===== src/rtl/rmst_pkg.sv =====
// Package for the radius match slot table.
// Shared constants, opcodes and the cell control struct; no dependencies.
package rmst_pkg;

   localparam int SLOT_COUNT_DEF  = 256;
   localparam int COORD_BITS_DEF  = 16;
   localparam int PORT_COORD_W    = 16;
   localparam int RANGE_W         = 16;
   localparam int LIM_W           = 2 * RANGE_W;
   localparam int SLOT_PORT_W     = 8;
   localparam int DIST_LAT        = 2;

   localparam logic [RANGE_W-1:0] RANGE_RESET = 16'd16;

   localparam logic OP_WRITE = 1'b0;
   localparam logic OP_QUERY = 1'b1;

   typedef struct packed {
      logic shift;
      logic load;
      logic clear;
   } cell_ctrl_type;

endpackage


===== src/rtl/rmst_cell.sv =====
// One slot cell of the rotating slot ring: position and active flag.
// Depends on rmst_pkg for the cell control struct.
module rmst_cell #(
   parameter int COORD_BITS = rmst_pkg::COORD_BITS_DEF
) (
   input  logic                    clock,
   input  logic                    reset,
   input  rmst_pkg::cell_ctrl_type ctrl,
   input  logic [COORD_BITS-1:0]   nb_x,
   input  logic [COORD_BITS-1:0]   nb_y,
   input  logic                    nb_active,
   input  logic [COORD_BITS-1:0]   ld_x,
   input  logic [COORD_BITS-1:0]   ld_y,
   input  logic                    ld_active,
   output logic [COORD_BITS-1:0]   x_q,
   output logic [COORD_BITS-1:0]   y_q,
   output logic                    active_q
);

   logic [COORD_BITS-1:0] x_ff, x_in;
   logic [COORD_BITS-1:0] y_ff, y_in;
   logic                  active_ff, active_in;

   always_comb begin
      x_in      = x_ff;
      y_in      = y_ff;
      active_in = active_ff;
      if (ctrl.load) begin
         x_in      = ld_x;
         y_in      = ld_y;
         active_in = ld_active;
      end else if (ctrl.shift) begin
         x_in      = nb_x;
         y_in      = nb_y;
         active_in = nb_active & ~ctrl.clear;
      end
   end

   always_ff @(posedge clock) begin
      x_ff <= x_in;
      y_ff <= y_in;
      if (reset) begin
         active_ff <= 1'b0;
      end else begin
         active_ff <= active_in;
      end
   end

   assign x_q      = x_ff;
   assign y_q      = y_ff;
   assign active_q = active_ff;

endmodule


===== config.mk =====
export PLATFORM = sky130hd
export DESIGN_NAME = rmst_cell
export DESIGN_NICKNAME = d
export VERILOG_FILES = /design/src/rtl/rmst_pkg.sv /design/src/rtl/rmst_cell.sv
export SDC_FILE = /design/constraint.sdc
export NUM_CORES = 1
export LEC_CHECK = 0
export BUFFER_PORTS_ARGS = -buffer_cell sky130_fd_sc_hd__buf_2
export CAP_MARGIN = 20
export CORE_ASPECT_RATIO = 0.9
export CORE_MARGIN = 5
export CORE_UTILIZATION = 45
export CTS_CLUSTER_DIAMETER = 40
export DETAILED_ROUTE_END_ITERATION = 6
export GPL_ROUTABILITY_DRIVEN = 0
export PLACE_DENSITY = 0.93
export SYNTH_ARGS = -nofsm -noshare
export SYNTH_HDL_FRONTEND = slang
export SYNTH_SLANG_ARGS = --single-unit
export TNS_END_PERCENT = 30

===== constraint.sdc =====
create_clock -name clock -period 2.7 [get_ports clock]
set_input_delay 0.135 -clock clock [delete_from_list [all_inputs] [get_ports clock]]
set_output_delay 0.135 -clock clock [all_outputs]
set_load 0.05 [all_outputs]

==> results.md <==
* Status: complete, no violations
* Initial antenna violation count at 0
* Setup crit start kind: input port
* Total core area at 3353 sq um
* Net count after synthesis at 146
* Final HPWL DP at 2700 um
* Num ports at 104
* Cells along the critical path: buf_2 > buf_4 > mux2_4
* Tmin final at 1.350 ns
* Power Dens Cells at 633.8 nW/um^2
* Synth Instances at 75
* Number of port buffers at 103
* H-tree Lvls at 2
* Post-CTS Setup Repair Bufs at 0
* TritonCTS clock tree: done
* Routed WL at 3298 um
* Setup TNS at 0 ns
* Worst Tran Pin Value at 0.7620 ns
* Grt ovf at 0
* Total track usage at 14.53%
* First-pass GRT wire length at 5023 um
* Slowest stage delay, CP at 0.58 ns
* Dpl cells at 221
* Die H at 65.91 um
* Netlist cell types at 12
* Die width at 72.12 um
* #FFs+latches synth at 33
* Relative slew slack at 49.20%
* Required @ worst endpoint at 2.72 ns
* Clk_skew at 0 ns
* Final ANT Viol Nets at 0
* Cell Area, Synth at 1563 sq um
* Antenna diodes at 0
* CP max-delay cell: buf_2
* Max Root-Sink Buffers at 2
* CTS resizes at 0
* Core Rows at 20
* Root Driver: clkbuf_8
* Total die area at 4753 sq um
* Vias at 1030
* Share of cells above drive strength 1 at 78.38%
* Leakage at 1.053 nW
* Average size of a mapped cell at 20.84 sq um
* Slew Viols, Final at 0
* RSZ-0062 raised after global routing: no
* Clock latency on the worst-skew pair at 0.27 ns
* DRT iter0 DRCs at 41
* Layout area overhead at 38.51%
* Worst path top cell family by delay: buffers and inverters
* Non-filler cells, final at 229
* Most common cell after layout, fill and taps aside: buf_2
* Worst path buffer plus inverter count at 2
* Hold/Removal Path Class: in2reg
* CP Capture Type: flip-flop
* Max-cap viol count at 0
* Final-report hold violation count at 0
* Vias in the first global route at 1077
* Max Freq at 740.9 MHz
* Final nets at 255
* Final setup vio count at 0
* Pre-Repair DR Iteration Count at 4
* Max VDD drop at 391.0 uV
* CTS Buf Count at 5
* Commonest non-fill, non-tap cells in the layout: buf_2, edfxtp_1, mux2_4, clkbuf_8, mux2_2
* Crit Path Max Fanout at 28
* Layout fillers at 258
* Initial Util at 46.60%
* R2R Setup Slk at 1.94 ns
* Sequential-to-total area share from yosys stat at 62.77%
* CTS sink cnt at 33
* Hold Buf Count CTS at 0
* Tcrit/Tclk final at 49.99%
* Largest net degree at the start of global routing at 29
* Wirelength per Cell at 14.40 um
* Vias per std cell at 4.498
* Post-route DRC at 0
* WS Path Type: in2reg
* Yosys warns at 0
* Arrival time worst endpoint at 1.37 ns
* CTS clk-pin slew, worst paths at 0.06 ns
==> worst register-to-register path: cells and delay by family (launching register included) <==
kind	cells	cell delay (ns)
flops	1	0.34
compound gates	1	0.26
simple gates	1	0.08
==> cells by family (layout without fill, tap and decap cells) <==
group / count (synthesis) / count (layout) / share of synthesized area (%)
and+or+nand+nor: 4 / 4 / 1.682
DFF: 33 / 33 / 62.77
buffers and inverters: 5 / 115 / 4.804
AOI/OAI and AO/OA: 1 / 1 / 0.9605
muxes: 32 / 32 / 29.78
==> state kept, by name, summed over array words and instances, names as in the netlist <==
register	flops
y_q	16
active_q	1
x_q	16
==> per-stage QoR <==
| stage | utilization (%) | power, W | setup WS [ns] | area, sq um | hold slack, ns |
|---|---|---|---|---|---|
| finish | 64.55 | 0.001372 | 1.350 | 2165 | 0.02496 |
| CTS | 64.55 | 0.001386 | 1.342 | 2165 | 0.01874 |
| global route | 64.55 | 0.001427 | 1.297 | 2165 | 0.02317 |
| detailed placement | 62.16 | 0.001047 | 1.047 | 2085 | 0.3174 |
| floorplan | - | 0.0009423 | 1.144 | 1563 | 0.2029 |
| global placement | 62.16 | 0.001040 | 1.065 | 2085 | 0.3019 |
==> cell type report <==
| class | instances | area, sq um | share of cell area (%) |
|---|---|---|---|
| clock buffers | 8 | 80.08 | 3.699 |
| inverters | 1 | 3.754 | 0.1734 |
| multi-input cells | 37 | 506.7 | 23.41 |
| flip-flops and latches | 33 | 980.9 | 45.32 |
| well taps | 44 | 55.05 | 2.543 |
| repair buffers | 106 | 538.0 | 24.86 |
==> per-layer routing <==
layer	global-route usage (%)	vias up	wire length [um]
met3	7.599	5	453
met2	24.43	58	1673
met1	15.32	461	1132
met5	0	-	0
li1	-	506	-
met4	5.634	0	39
==> power breakdown <==
group	internal, W	switching, W	leakage [nW]
Combinational	0.000130	0.000265	0.679
Sequential	0.000626	0.0000117	0.334
Clock	0.000183	0.000157	0.0395
Total	0.000938	0.000434	1.05
==> final timing paths <==
check,cells past startpoint,startpoint,end
hold / removal,2,reset,active_q
hold reg to reg,2,active_q,active_q
setup / recovery,3,ctrl[1],x_q[7]
setup reg to reg,2,active_q,active_q
==> Yosys cell counts (all sizes together) <==
| master | instances | area share [%] |
|---|---|---|
| buf | 4 | 4.6 |
| dfxtp | 1 | 1.3 |
| nand3b | 1 | 0.48 |
| or2 | 1 | 0.40 |
| edfxtp | 32 | 61 |
| inv | 1 | 0.24 |
| nor2b | 1 | 0.40 |
| a311oi | 1 | 0.96 |
| mux2 | 32 | 30 |
| nand2b | 1 | 0.40 |
No activity file was read; power rests on OpenSTA's default activity.
