==> src/rtl/rmst_pkg.sv <==
// Package for the radius match slot table.
// Shared constants, opcodes and the cell control struct; no dependencies.
package rmst_pkg;

   localparam int SLOT_COUNT_DEF  = 256;
   localparam int COORD_BITS_DEF  = 16;
   localparam int PORT_COORD_W    = 16;
   localparam int RANGE_W         = 16;
   localparam int LIM_W           = 2 * RANGE_W;
   localparam int SLOT_PORT_W     = 8;
   localparam int DIST_LAT        = 2;

   localparam logic [RANGE_W-1:0] RANGE_RESET = 16'd16;

   localparam logic OP_WRITE = 1'b0;
   localparam logic OP_QUERY = 1'b1;

   typedef struct packed {
      logic shift;
      logic load;
      logic clear;
   } cell_ctrl_type;

endpackage

==> src/rtl/rmst_dist.sv <==
// Two-stage squared distance compare at the head of the slot ring.
// Depends on rmst_pkg for range and limit widths.
module rmst_dist #(
   parameter int COORD_BITS = rmst_pkg::COORD_BITS_DEF,
   parameter int IDX_W      = 8
) (
   input  logic                         clock,
   input  logic                         reset,
   input  logic [COORD_BITS-1:0]        q_x,
   input  logic [COORD_BITS-1:0]        q_y,
   input  logic [COORD_BITS-1:0]        s_x,
   input  logic [COORD_BITS-1:0]        s_y,
   input  logic                         s_valid,
   input  logic [IDX_W-1:0]             s_idx,
   input  logic [rmst_pkg::RANGE_W-1:0] range,
   output logic                         hit,
   output logic [IDX_W-1:0]             hit_idx
);

   localparam int SQ_W  = 2 * COORD_BITS;
   localparam int CMP_W = (SQ_W > rmst_pkg::LIM_W) ? SQ_W : rmst_pkg::LIM_W;

   logic [COORD_BITS-1:0]        dx_ff, dx_in, dy_ff, dy_in;
   logic                         v1_ff, v2_ff;
   logic [IDX_W-1:0]             idx1_ff, idx2_ff;
   logic [SQ_W-1:0]              dx2_ff, dx2_in, dy2_ff, dy2_in;
   logic [rmst_pkg::LIM_W-1:0]   lim_ff, lim_in;
   logic [CMP_W-1:0]             dx2_ext, dy2_ext, lim_ext;

   always_comb begin
      dx_in  = (q_x >= s_x) ? (q_x - s_x) : (s_x - q_x);
      dy_in  = (q_y >= s_y) ? (q_y - s_y) : (s_y - q_y);
      dx2_in = SQ_W'(dx_ff) * SQ_W'(dx_ff);
      dy2_in = SQ_W'(dy_ff) * SQ_W'(dy_ff);
      lim_in = rmst_pkg::LIM_W'(range) * rmst_pkg::LIM_W'(range);
   end

   always_ff @(posedge clock) begin
      dx_ff   <= dx_in;
      dy_ff   <= dy_in;
      idx1_ff <= s_idx;
      dx2_ff  <= dx2_in;
      dy2_ff  <= dy2_in;
      lim_ff  <= lim_in;
      idx2_ff <= idx1_ff;
      if (reset) begin
         v1_ff <= 1'b0;
         v2_ff <= 1'b0;
      end else begin
         v1_ff <= s_valid;
         v2_ff <= v1_ff;
      end
   end

   assign dx2_ext = CMP_W'(dx2_ff);
   assign dy2_ext = CMP_W'(dy2_ff);
   assign lim_ext = CMP_W'(lim_ff);

   // dy^2 <= lim - dx^2 only looked at once dx^2 <= lim, so no wrap
   assign hit     = v2_ff & (dx2_ext <= lim_ext) & (dy2_ext <= (lim_ext - dx2_ext));
   assign hit_idx = idx2_ff;

endmodule

==> config.mk <==
export PLATFORM = sky130hd
export DESIGN_NAME = rmst_dist
export DESIGN_NICKNAME = d
export VERILOG_FILES = /design/src/rtl/rmst_pkg.sv /design/src/rtl/rmst_dist.sv
export SDC_FILE = /design/constraint.sdc
export NUM_CORES = 2
export LEC_CHECK = 0
export ABC_AREA = 0
export BUFFER_PORTS_ARGS = -buffer_cell sky130_fd_sc_hd__clkbuf_2
export CORE_MARGIN = 10
export CORE_UTILIZATION = 60
export DETAILED_ROUTE_END_ITERATION = 10
export PLACE_DENSITY = 0.83
export SLEW_MARGIN = 20
export SYNTH_ARGS = -nofsm -noshare
export SYNTH_HDL_FRONTEND = slang
export SYNTH_SLANG_ARGS = --single-unit
export TNS_END_PERCENT = 20
==> constraint.sdc <==
create_clock -name clock -period 6.68 [get_ports clock]
set_clock_uncertainty 0.1 [all_clocks]
set_input_delay 1.67 -clock clock [delete_from_list [all_inputs] [get_ports clock]]
set_output_delay 1.67 -clock clock [all_outputs]
set_load 0.03 [all_outputs]
==> flow_summary.json <==
{
  "tightest_slew_ns": 1.051,
  "viasPerCell": 5.401,
  "nets": 4690,
  "die-area_um2": 60030,
  "criticalPathCategory": "in2reg",
  "drive_gt1_share_pct": 11.05,
  "hpwl_mm": 56.59,
  "critical_path.top_delay_family": "adder cells",
  "cp_data_required_time_ns": 6.94,
  "drt_pass1_iterations": 7,
  "async_flop_share_pct": 0,
  "gp_congestion": 0.9210,
  "arrival_ns": 6.86,
  "grt_pass1_wl_mm": 116.1,
  "drt_iter0_drc": 1360,
  "setup_viol": 0,
  "synth_nets": 4480,
  "final_cell_mix": "885 x inv_1, 491 x fa_1, 418 x ha_1",
  "num_rows": 82,
  "die_x_um": 245.0,
  "core_um2": 50070,
  "area_growth_pct": 10.91,
  "synthCells": 3470,
  "clock-sinks": 143,
  "die_h_um": 245.0,
  "endpoint_kind": "flip-flop",
  "clk_latency_ns": 0.46,
  "maxSlewHeadroom_pct": 29.94,
  "hold_path_class": "reg2reg",
  "rsz0062_at_grt": "yes",
  "max_freq_mhz": 151.5,
  "ys.flop_type": "dfxtp_1",
  "cts_buffer_depth": 2,
  "syn-cell-area_um2": 30380,
  "synth_edf_count": 0,
  "layout_min_cycle_time_ns": 6.600,
  "wl_per_cell_um": 15.30,
  "crit_buf_inv": 7,
  "critical_path.startpoint_type": "input port",
  "layout_commonest_cell": "inv_1",
  "ys_seq_area_share_pct": 9.423,
  "cpMostUsedCell": "fa_1",
  "grt_start_max_net_pins": 19,
  "nFillCells": 3854,
  "crit_slowest_cell": "fa_1",
  "cp_max_fo": 5,
  "avgSynthCellArea_um2": 8.755,
  "path_clk_slew_ns": 0.07,
  "ant_nets": 0,
  "fin_crit_sh_pct": 98.80,
  "track_usage_pct": 23.02,
  "path_cells": "clkbuf_4, inv_2, buf_4, nor2_2, ha_1, xor2_1, fa_1, inv_1, fa_1, fa_2, fa_1, inv_1, fa_1, inv_1, ha_4, a21o_1, a211o_1, a31oi_4, a211oi_2, buf_4, a31oi_2, nor2_1, a211o_1",
  "cts_htree_levels": 4,
  "cts_tree": "built",
  "crit_path_max_incr_delay_ns": 0.58,
  "io_pins": 100,
  "drv_slew": 0,
  "hold_viol": 0,
  "cts_hold_buf": 0,
  "cap_violations": 0,
  "first_global_vias": 25380,
  "antenna_found_initial": 0,
  "ys_seq_elements": 143,
  "drc": 0,
  "cts-root-buf": "clkbuf_16",
  "status": "complete, no violations",
  "vias": 23580,
  "ys.warnings.count": 0,
  "fin_tns_setup_ns": 0,
  "yosysUniqueCellTypes": 75,
  "grt_overflow": 0,
  "start_util_pct": 60.68,
  "numCtsBuffers": 17,
  "port_buffers": 99,
  "routed_wl_mm": 66.79,
  "antenna_cells": 0
}
sequential cells by signal, indices dropped and copies added (netlist names):
register	cells
lim_ext	31
dy_ff	16
idx1_ff	8
dy2_ext	31
v2_ff	1
hit_idx	8
v1_ff	1
dx2_ext	31
dx_ff	16
cell usage after synthesis (all sizes together), types with 10 or more instances:
master / count / share of area [%]
inv: 889 / 11
fa: 492 / 32
ha: 427 / 18
nand2: 279 / 3.4
a21oi: 152 / 2.5
dfxtp: 143 / 9.4
and2: 130 / 2.7
nor2: 120 / 1.5
xnor2: 109 / 3.1
a21o: 105 / 2.6
clkbuf: 85 / 1.1
o21ai: 79 / 1.3
xor2: 47 / 1.4
nor2b: 34 / 0.70
nand3: 33 / 0.54
mux2i: 29 / 0.96
a31oi: 27 / 0.56
nand4: 23 / 0.47
o21bai: 23 / 0.57
nor3: 22 / 0.36
nand2b: 21 / 0.43
o21a: 20 / 0.49
a211oi: 18 / 0.46
and3: 16 / 0.33
o211ai: 13 / 0.34
or2: 11 / 0.23
a41oi: 10 / 0.29
per-layer routing:
layer  track usage [%]  vias to the layer above  wire, µm
met5                 0                        -         0
met4             6.411                        0      1522
met3             3.095                      142      3186
met2             41.47                      587     34340
met1             28.30                    11620     27740
li1                  -                    11230         -
logic make-up after synthesis:
logic type                 Yosys count  share of synthesized area, %
AOI/OAI and AO/OA                  518                         11.25
xor gates and xnor gates           156                         4.497
adders and majority gates          919                         50.01
buffers and inverters              983                         12.30
DFF                                143                         9.423
muxes                               36                         1.215
and+or+nand+nor                    715                         11.31
worst register-to-register path, stage by stage, from the launching register on:
cell and delay, ns:
dfxtp_1 0.67, nand2_1 0.23, fa_1 0.57, inv_1 0.06, fa_1 0.48, fa_1 0.52, fa_1 0.52, fa_1 0.50
inv_1 0.05, fa_1 0.49, inv_1 0.05, ha_1 0.33, a21oi_1 0.22, or3b_1 0.37, a41oi_1 0.26, a211o_1 0.24
nand2_1 0.12, o211a_1 0.25, a211o_1 0.22
final cells by class:
class                           instances  area, µm²  share of cell area (%)
Multi-Input combinational cell       2344      24090                   71.51
Inverter                              889       3337                   9.903
Sequential cell                       143       2868                   8.511
Timing Repair Buffer                  285       1946                   5.774
Tap cell                              672      840.8                   2.495
Clock buffer                           17      425.4                   1.263
Clock inverter                         15      183.9                  0.5459
stage by stage:
stage	worst slack, ns	utilization [%]	instance area (µm²)	instances	hold WS (ns)
after floorplan	-0.1046	-	30570	3470	0.2096
after global placement	-0.3482	65.51	32800	4329	0.2099
after detailed placement	-0.4672	65.51	32800	4329	0.2121
after CTS	0.01205	66.77	33430	4362	0.2304
after global routing	-0.09970	67.30	33690	4365	0.2366
final	0.08027	67.30	33690	4365	0.2289
path summary, 6_finish.rpt:
| kind | from | slack, ns | end | cells after the start |
|---|---|---|---|---|
| worst min register to register | idx1_ff[5] | 0.23 | hit_idx[5] | 0 |
| worst max register to register | dy_ff[11] | 0.31 | dy2_ext[30] | 18 |
| worst min-delay path | idx1_ff[5] | 0.23 | hit_idx[5] | 0 |
| worst max-delay path | range[2] | 0.08 | lim_ext[31] | 23 |
what timing repair did:
| action | CTS | global route |
|---|---|---|
| pin swaps | 1 | 17 |
| setup endpoints to repair | 3 | 19 |
| gates resized for setup | 3 | 69 |
| cloned | 0 | 0 |
| endpoints found under the hold margin | 0 | 0 |
| buffers inserted | 1 | 3 |
Power is not shown: default switching activity piles up to over one toggle a cycle in this logic, so the estimate is an artifact.
